**config.mk**
```make
export PLATFORM = sky130hd
export DESIGN_NAME = cgh_cfg_regs_flat
export DESIGN_NICKNAME = d
export VERILOG_FILES = /design/src/rtl/cgh_pkg.sv /design/src/rtl/cgh_cfg_if.sv /design/src/rtl/cgh_cfg_regs.sv /design/src/flat_wrapper.sv
export SDC_FILE = /design/constraint.sdc
export NUM_CORES = 1
export LEC_CHECK = 0
export ABC_AREA = 1
export BUFFER_PORTS_ARGS = -buffer_cell sky130_fd_sc_hd__buf_2
export CAP_MARGIN = 10
export CORE_MARGIN = 3
export CORE_UTILIZATION = 40
export DETAILED_ROUTE_END_ITERATION = 6
export GPL_ROUTABILITY_DRIVEN = 0
export MAX_ROUTING_LAYER = met4
export PLACE_DENSITY = 0.79
export SYNTH_ARGS = -nofsm -noshare
export SYNTH_HDL_FRONTEND = slang
export SYNTH_SLANG_ARGS = --single-unit
```
**constraint.sdc**
```tcl
create_clock -name clk_i -period 0.8 [get_ports clk_i]
set_input_delay 0.04 -clock clk_i [delete_from_list [all_inputs] [get_ports clk_i]]
set_output_delay 0.04 -clock clk_i [all_outputs]
set_load 0.05 [all_outputs]
```
**src/rtl/cgh_pkg.sv**
```systemverilog
// shared constants, types and codes of the coincidence gated histogrammer
// no dependencies; used by every rtl file but cgh_ram and the assertion header
`default_nettype none

package cgh_pkg;

  // sizes of the stores
  localparam int MAX_HITS  = 16;
  localparam int NUM_BINS  = 2048;

  // field widths
  localparam int ENERGY_W    = 16;
  localparam int ALPHA_W     = 4;
  localparam int BIN_IDX_W   = 11;
  localparam int COUNT_W     = 32;
  localparam int BIN_SHIFT   = 4;
  localparam int CFG_IDX_W   = 2;
  localparam int CFG_DATA_W  = 16;

  // derived widths
  localparam int HIT_IDX_W = (MAX_HITS > 1) ? $clog2(MAX_HITS) : 1;
  localparam int HIT_CNT_W = $clog2(MAX_HITS + 1);
  localparam int BIN_W     = $clog2(NUM_BINS);
  localparam int EBIN_W    = ENERGY_W - BIN_SHIFT;

  // event acceptance constants
  localparam int MIN_HITS = 2;
  localparam logic [ALPHA_W-1:0] ALPHA_ONE = ALPHA_W'(1);
  localparam logic [COUNT_W-1:0] COUNT_MAX = '1;

  typedef enum logic [CFG_IDX_W-1:0] {
    CFG_GATE_LOW     = 2'd0,
    CFG_GATE_HIGH    = 2'd1,
    CFG_SINGLE_ALPHA = 2'd2
  } cfg_idx_e;

  typedef enum logic {
    OP_HIT  = 1'b0,
    OP_READ = 1'b1
  } opcode_e;

  typedef enum logic [2:0] {
    ST_CLEAR,
    ST_IDLE,
    ST_READ,
    ST_SEARCH,
    ST_WALK
  } state_e;

  typedef struct packed {
    logic [ENERGY_W-1:0] gate_low;
    logic [ENERGY_W-1:0] gate_high;
    logic                single_alpha;
  } cfg_t;

endpackage

`default_nettype wire

```
**src/rtl/cgh_cfg_if.sv**
```systemverilog
// configuration write channel: register index and write data
// depends on cgh_pkg
`default_nettype none

interface cgh_cfg_if;
  logic                            valid;
  logic                            ready;
  logic [cgh_pkg::CFG_IDX_W-1:0]   index;
  logic [cgh_pkg::CFG_DATA_W-1:0]  data;

  modport source (output valid, index, data, input ready);
  modport sink   (input valid, index, data, output ready);
endinterface

`default_nettype wire

```
**src/rtl/cgh_cfg_regs.sv**
```systemverilog
// configuration registers: gate window and alpha mode
// depends on cgh_pkg and cgh_cfg_if
`default_nettype none

module cgh_cfg_regs (
  input  wire             clk_i,
  input  wire             rst_ni,
  cgh_cfg_if.sink         cfg_i,
  output cgh_pkg::cfg_t   cfg_o
);

  cgh_pkg::cfg_t cfg_q;
  cgh_pkg::cfg_t cfg_d;
  logic          wr_fire;

  // writes are always taken
  assign cfg_i.ready = 1'b1;
  assign wr_fire     = cfg_i.valid;

  // register decode, unknown indexes are ignored
  always_comb begin
    cfg_d = cfg_q;
    if (wr_fire) begin
      case (cgh_pkg::cfg_idx_e'(cfg_i.index))
        cgh_pkg::CFG_GATE_LOW:     cfg_d.gate_low     = cfg_i.data;
        cgh_pkg::CFG_GATE_HIGH:    cfg_d.gate_high    = cfg_i.data;
        cgh_pkg::CFG_SINGLE_ALPHA: cfg_d.single_alpha = cfg_i.data[0];
        default: ;
      endcase
    end
  end

  always_ff @(posedge clk_i or negedge rst_ni) begin
    if (!rst_ni) begin
      cfg_q <= '0;
    end else begin
      cfg_q <= cfg_d;
    end
  end

  assign cfg_o = cfg_q;

endmodule

`default_nettype wire

```
**src/flat_wrapper.sv**
```systemverilog
// flat-port wrapper written by rule: the top's interface ports become plain ports
module cgh_cfg_regs_flat 
  (clk_i, rst_ni, cfg_o, cfg_i_valid, cfg_i_index, cfg_i_data, cfg_i_ready);
  cgh_cfg_if cfg_i_i ();
  input  wire clk_i;
  input  wire rst_ni;
  output cgh_pkg::cfg_t cfg_o;
  input wire logic [$bits(cfg_i_i.valid)-1:0] cfg_i_valid;
  input wire logic [$bits(cfg_i_i.index)-1:0] cfg_i_index;
  input wire logic [$bits(cfg_i_i.data)-1:0] cfg_i_data;
  output wire logic [$bits(cfg_i_i.ready)-1:0] cfg_i_ready;
  assign cfg_i_i.valid = cfg_i_valid;
  assign cfg_i_i.index = cfg_i_index;
  assign cfg_i_i.data = cfg_i_data;
  assign cfg_i_ready = cfg_i_i.ready;
  cgh_cfg_regs u_core (.clk_i(clk_i), .rst_ni(rst_ni), .cfg_i(cfg_i_i), .cfg_o(cfg_o));
endmodule
```
==> results.cfg, run 1 <==
[status]
run_status = complete, but fails checks
violations = setup timing

[clocking]
cts_tree = done
cts_num_sinks = 33
clk_transition_reported_paths_ns = 0.12
cts_max_path_buffers = 2
htreeDepth = 2
root_buffer = clkbuf_4
clk_latency_ns = 0.33
numCtsBuffers = 5

[logic_synthesis]
yosysUniqueCellTypes = 14
netlist_top_cells_area = dfrtp_1 60%, nand2_1 18%, nand4_1 7.7%
synth.avg_cell_area_sq_um = 9.22
synth.largest_area_cell = dfrtp_1
syn_nets = 171
ys.warnings.count = 0
yosys_register_bits = 33
syn_inst = 150
mappedNetlistArea_sq_um = 1380
synth_top_area_share_pct = 59.7
yosysSeqAreaShare_pct = 59.7

[timing]
hold_violations = 0
finalSetupViolCount = 34
finClkSkew_ns = 0
clock.fmax_mhz = 1020
finalCriticalPeriod_ns = 0.983
grt_setup_unrepaired = true
setup_ws_ns = -0.183
fin_crit_sh_pct = 123
final.setup.tns_ns = -5.21
slew_violations = 0

[placement]
hpwl_mm = 2.44
port_buffers = 53

[critical_path]
cp.arrival_ns = 0.94
r2r_cells = 4
critPathCaptureType = output pin
cp.buffers_inverters = 1
path_class = flop to output pin
path_cells = buf_6
path_delay_family = flip-flops
slowest_delay_ns = 0.45
ff2ff_setup_slack_ns = -0.10
cp.required_ns = 0.76
reg2reg_from = u_core.cfg_o[8]
crit_fanout = 2
reg2reg_to = u_core.cfg_o[8]
cp-start-kind = flop
cp_slowest_cell = dfrtp_2

[worst_hold_path]
whs_endpoint = u_core.cfg_o[0]
worstHoldPathType = primary input to flop
holdPathStages = 4
hp-start = cfg_i_index[1]

[final_layout]
largest_reg_flops = 33
num-nets-final = 256
drive_gt1_share_pct = 50.8
areaGrowthSynthToFinish_pct = 65.2
mostFrequentLayoutCell = nand2_1
regArea_sq_um = 867
diodes = 0
finish.utilization_pct = 71.9
multiInputGateArea_sq_um = 485
fill_cells = 229
layout_common_cells = 62 x nand2_1, 37 x buf_6, 33 x dfrtp_2, 20 x buf_2, 18 x dlygate4sd3_1

[power]
pwr-share-seq_pct = 40.5
ir_drop_mv = 0.994
switching_share_pct = 41.4
power_frac_comb_pct = 42.6
internal_power_mw = 3.18
p_switching_mw = 2.25
powerDensity_nw_per_um2 = 2380
p_clk_share_pct = 17.0
cellLeakagePower_nw = 1.16

[drt]
postRouteAntennaNets = 0
drt_iter0_drc = 133
drtPass1Iterations = 5
drc = 0
wire_per_inst_um = 15.0
routed-via-count = 1405
drt_wl_total_mm = 4.20
via_per_inst = 5.02

[flow_run]
drv_cap = 0

[global_routing]
grt_use_total_pct = 21.3
grt_first_pass_wirelength_mm = 6.60
globalRouteOverflowTotal = 0
grt_antenna_before_repair = 0
grt_max_degree = 34
grt_pass1_vias = 1317

[floorplan]
die-area_sq_um = 4200
die_h_um = 64.8
rows = 20
initial_utilization_pct = 43.5
core_sq_um = 3180
die_x_um = 64.8
io_pins = 55
stage by stage:
| step | hold slack [ns] | total power [mW] | cell area [sq um] | cells | worst slack, ns |
|---|---|---|---|---|---|
| 3_5_place_dp | 0.00632 | 3.89 | 1750 | 245 | -0.0439 |
| 2_1_floorplan | -0.256 | 3.42 | 1420 | 150 | 0.0223 |
| 6_report | 0.0403 | 5.43 | 2280 | 280 | -0.183 |
| 4_1_cts | 0.0331 | 5.33 | 2240 | 278 | -0.175 |
| 5_1_grt | 0.0868 | 5.69 | 2280 | 280 | -0.218 |
| 3_3_place_gp | 0.00681 | 3.88 | 1750 | 245 | -0.0177 |
how the worst max path moves through the flow:
stage	start	endpoint	slack [ns]	depth (start not counted)
after floorplan	cfg_i_index[0]	u_core.cfg_o[17]	0.02	6
after global placement	cfg_i_index[1]	u_core.cfg_o[13]	-0.02	5
after detailed placement	cfg_i_index[1]	u_core.cfg_o[10]	-0.04	5
after CTS	u_core.cfg_o[10]	cfg_o[10]	-0.18	1
after global routing	u_core.cfg_o[11]	cfg_o[11]	-0.22	1
final	u_core.cfg_o[32]	cfg_o[32]	-0.18	1
per-layer routing:
metal / wire [um] / global-route usage, % / up-vias / part of all wire, %
met2: 2170 / 33.8 / 64 / 52
li1: - / - / 660 / -
met5: 0 / - / - / 0
met4: 123 / 10.0 / 0 / 2.9
met1: 1670 / 26.3 / 666 / 40
met3: 232 / 3.99 / 15 / 5.5
power groups by stage:
| stage | Combinational, mW | Sequential [mW] | Clock (mW) |
|---|---|---|---|
| final | 2.31 | 2.20 | 0.920 |
| after global routing | 2.42 | 2.23 | 1.03 |
| after CTS | 2.22 | 2.18 | 0.928 |
| after detailed placement | 1.74 | 2.15 | 0 |
| after global placement | 1.73 | 2.15 | 0 |
| after floorplan | 0.317 | 3.11 | 0 |
worst min-delay path, cell delays in order:
cell and delay [ns]:
buf_2 0.13, nand3_1 0.08, nand2_1 0.04, nand2_1 0.04
Yosys cell counts:
cell,n
nand2_1,66
dfrtp_1,33
nand3_1,17
nand4_1,17
buf_2,5
buf_4,3
buf_6,2
clkbuf_1,1
conb_1,1
inv_1,1
inv_2,1
nand2_4,1
nand3_2,1
nor2_4,1
cells by family after synthesis:
logic type    count (synthesis)  share of synthesized area (%)
flops                        33                           59.7
simple gates                103                           34.1
buf+inv                      13                           5.88
other cells                   1                          0.271
layout make-up:
type                    count  area share, %
clock buffers               5           1.64
inverters                   2          0.329
well taps                  44           2.41
clock inverters             3          0.767
multi-input cells         104           21.2
flip-flops and latches     33           38.0
repair buffers             89           35.7
timing repair:
action	in CTS	in global routing
hold endpoints to repair	66	0
endpoints found under the setup margin	33	38
cloned	0	0
buffers inserted	7	4
hold buffers	18	0
gates resized for setup	66	8
pin swaps	0	5
No activity file was read; power rests on OpenSTA's default activity.
==> run 2: changes to the inputs <==
ABC_AREA = 0   (was 1)
CORE_UTILIZATION = 46   (was 40)
PLACE_DENSITY = 0.89   (was 0.79)
==> results.cfg, run 2 <==
[power]
p_clk_share_pct = 17.5
switching_share_pct = 39.3
cellLeakagePower_nw = 1.15
ir_drop_mv = 2.47
internal_power_mw = 3.88
power_frac_comb_pct = 46.1
p_switching_mw = 2.51
powerDensity_nw_per_um2 = 2710
pwr-share-seq_pct = 36.4

[clocking]
htreeDepth = 2
cts_max_path_buffers = 2
numCtsBuffers = 5
cts_tree = done
root_buffer = clkbuf_4
clk_latency_ns = 0.34
clk_transition_reported_paths_ns = 0.11
cts_num_sinks = 33

[critical_path]
critPathCaptureType = output pin
path_class = flop to output pin
cp-start-kind = flop
path_delay_family = flip-flops
path_cells = buf_6
cp_slowest_cell = dfrtp_2
cp.required_ns = 0.76
slowest_delay_ns = 0.45
cp.buffers_inverters = 1
crit_fanout = 2
cp.arrival_ns = 0.94

[logic_synthesis]
synth_compound_area_share_pct = 0
synthTopCellsByCount = 33 x dfrtp_1, 33 x mux2_2, 2 x buf_4
synth_top_family_by_area = multiplexers
netlist_top_cells_area = dfrtp_1 65%, mux2_2 29%, nor3b_4 1.5%
synth-adder-area-share_pct = 0
synth_xor_area_share_pct = 0
ys.warnings.count = 0
synth.largest_area_cell = dfrtp_1
mappedNetlistArea_sq_um = 1260
synth_simple_gate_area_share_pct = 2.97
synth_edf_count = 0
synth.avg_cell_area_sq_um = 17.3
yosysSeqAreaShare_pct = 65.3
ys.flop_type = dfrtp_1
yosys_register_bits = 33
syn_nets = 94
yosysUniqueCellTypes = 8
synth_mux_area_share_pct = 29.4
synthArstFlopShare_pct = 100
syn_inst = 73
synth_top_area_share_pct = 65.3

[worst_hold_path]
worstHoldPathType = primary input to flop

[status]
violations = setup timing
run_status = complete, but fails checks

[drt]
drc = 0
drt_iter0_drc = 27
routed-via-count = 1030
postRouteAntennaNets = 0
drtPass1Iterations = 4
drt_wl_total_mm = 4.16
via_per_inst = 5.15
wire_per_inst_um = 20.8

[timing]
grt_setup_unrepaired = true
setup_ws_ns = -0.185
fin_crit_sh_pct = 123
finalSetupViolCount = 55
slew_violations = 0
finClkSkew_ns = 0
finalCriticalPeriod_ns = 0.985
hold_violations = 0
final.setup.tns_ns = -7.09
clock.fmax_mhz = 1020

[final_layout]
diodes = 0
areaGrowthSynthToFinish_pct = 86.5
layout_common_cells = 47 x buf_6, 23 x dfrtp_2, 21 x mux2_4, 20 x buf_2, 17 x dlygate4sd3_1
drive_gt1_share_pct = 82.9
largest_reg_flops = 33
num-nets-final = 190
mostFrequentLayoutCell = buf_6

[placement]
port_buffers = 53
pre_cts_ws_ns = -0.280
hpwl_mm = 2.14

[floorplan]
initial_utilization_pct = 49.7
rows = 18
die_x_um = 58.4
die_h_um = 58.4
io_pins = 55
core_sq_um = 2540
die-area_sq_um = 3420

[global_routing]
grt_first_pass_wirelength_mm = 5.92
grt_max_degree = 34
grt_antenna_before_repair = 0
globalRouteOverflowTotal = 0
grt_use_total_pct = 25.2
grt_pass1_vias = 1111

[flow_run]
drv_cap = 0
## run 2: cell count changes after synthesis, sizes merged, moves of 2 or more
cell and delta:
buf -7, nand4 -17, inv -2, nand3 -18
nand3b +2, mux2 +33, nand2 -67
## run 2: worst paths after layout
kind                                  start                to  slack [ns]  cells past startpoint
min in group asynchronous            rst_ni   u_core.cfg_o[0]        0.18                      3
setup / recovery           u_core.cfg_o[14]         cfg_o[14]       -0.18                      1
hold / removal               cfg_i_index[1]   u_core.cfg_o[0]        0.12                      3
setup reg to reg           u_core.cfg_o[30]  u_core.cfg_o[30]       -0.13                      2
max in group asynchronous            rst_ni   u_core.cfg_o[5]        0.42                      3
hold reg to reg            u_core.cfg_o[18]  u_core.cfg_o[18]        0.54                      1
## run 2: cell families (layout without fill, tap and decap cells)
| family | Yosys count | after routing |
|---|---|---|
| buffers and inverters | 3 | 100 |
| flip-flops | 33 | 33 |
| other | 1 | 1 |
| AND/OR/NAND/NOR | 3 | 3 |
| multiplexers | 33 | 33 |
## run 2: routing by layer
| layer | share of wire, % | GRT usage, % | routed length [um] |
|---|---|---|---|
| met3 | 5.4 | 6.58 | 223 |
| met1 | 37 | 29.6 | 1560 |
| met2 | 54 | 42.3 | 2270 |
| met5 | 0 | - | 0 |
| met4 | 2.6 | 7.62 | 108 |
## run 2: layout make-up
cell class	instances	area (sq um)
multi-input combinational	37	500
fill	83	185
clock inverter	1	5.00
clock buffer	7	65.1
tap	30	37.5
timing repair buffer	92	897
sequential	33	855
## run 2: power by group through the flow
stage / Sequential, mW / Combinational, mW / Clock [mW]
after floorplan: 3.35 / 0.439 / 0
after global placement: 2.20 / 2.08 / 0
after detailed placement: 2.22 / 2.13 / 0
after CTS: 2.27 / 2.72 / 1.07
after global routing: 2.36 / 3.05 / 1.22
final: 2.32 / 2.95 / 1.12
## run 2: metrics by stage
stage / utilization (%) / area [sq um] / hold WS (ns) / std cells / power (mW)
final: 92.7 / 2360 / 0.120 / 200 / 6.39
after global routing: 92.7 / 2360 / 0.115 / 200 / 6.62
after CTS: 88.4 / 2250 / 0.122 / 193 / 6.06
after detailed placement: 68.1 / 1730 / 0.0140 / 160 / 4.35
after global placement: 68.1 / 1730 / 0.00367 / 160 / 4.29
after floorplan: - / 1370 / -0.256 / 73 / 3.79
## run 2: timing repair
item	CTS	global route
hold buffers	17	0
pin swaps	0	0
buffers inserted	8	7
setup endpoints to repair	33	59
cloned	0	0
endpoints found under the hold margin	66	0
resized for setup	69	15
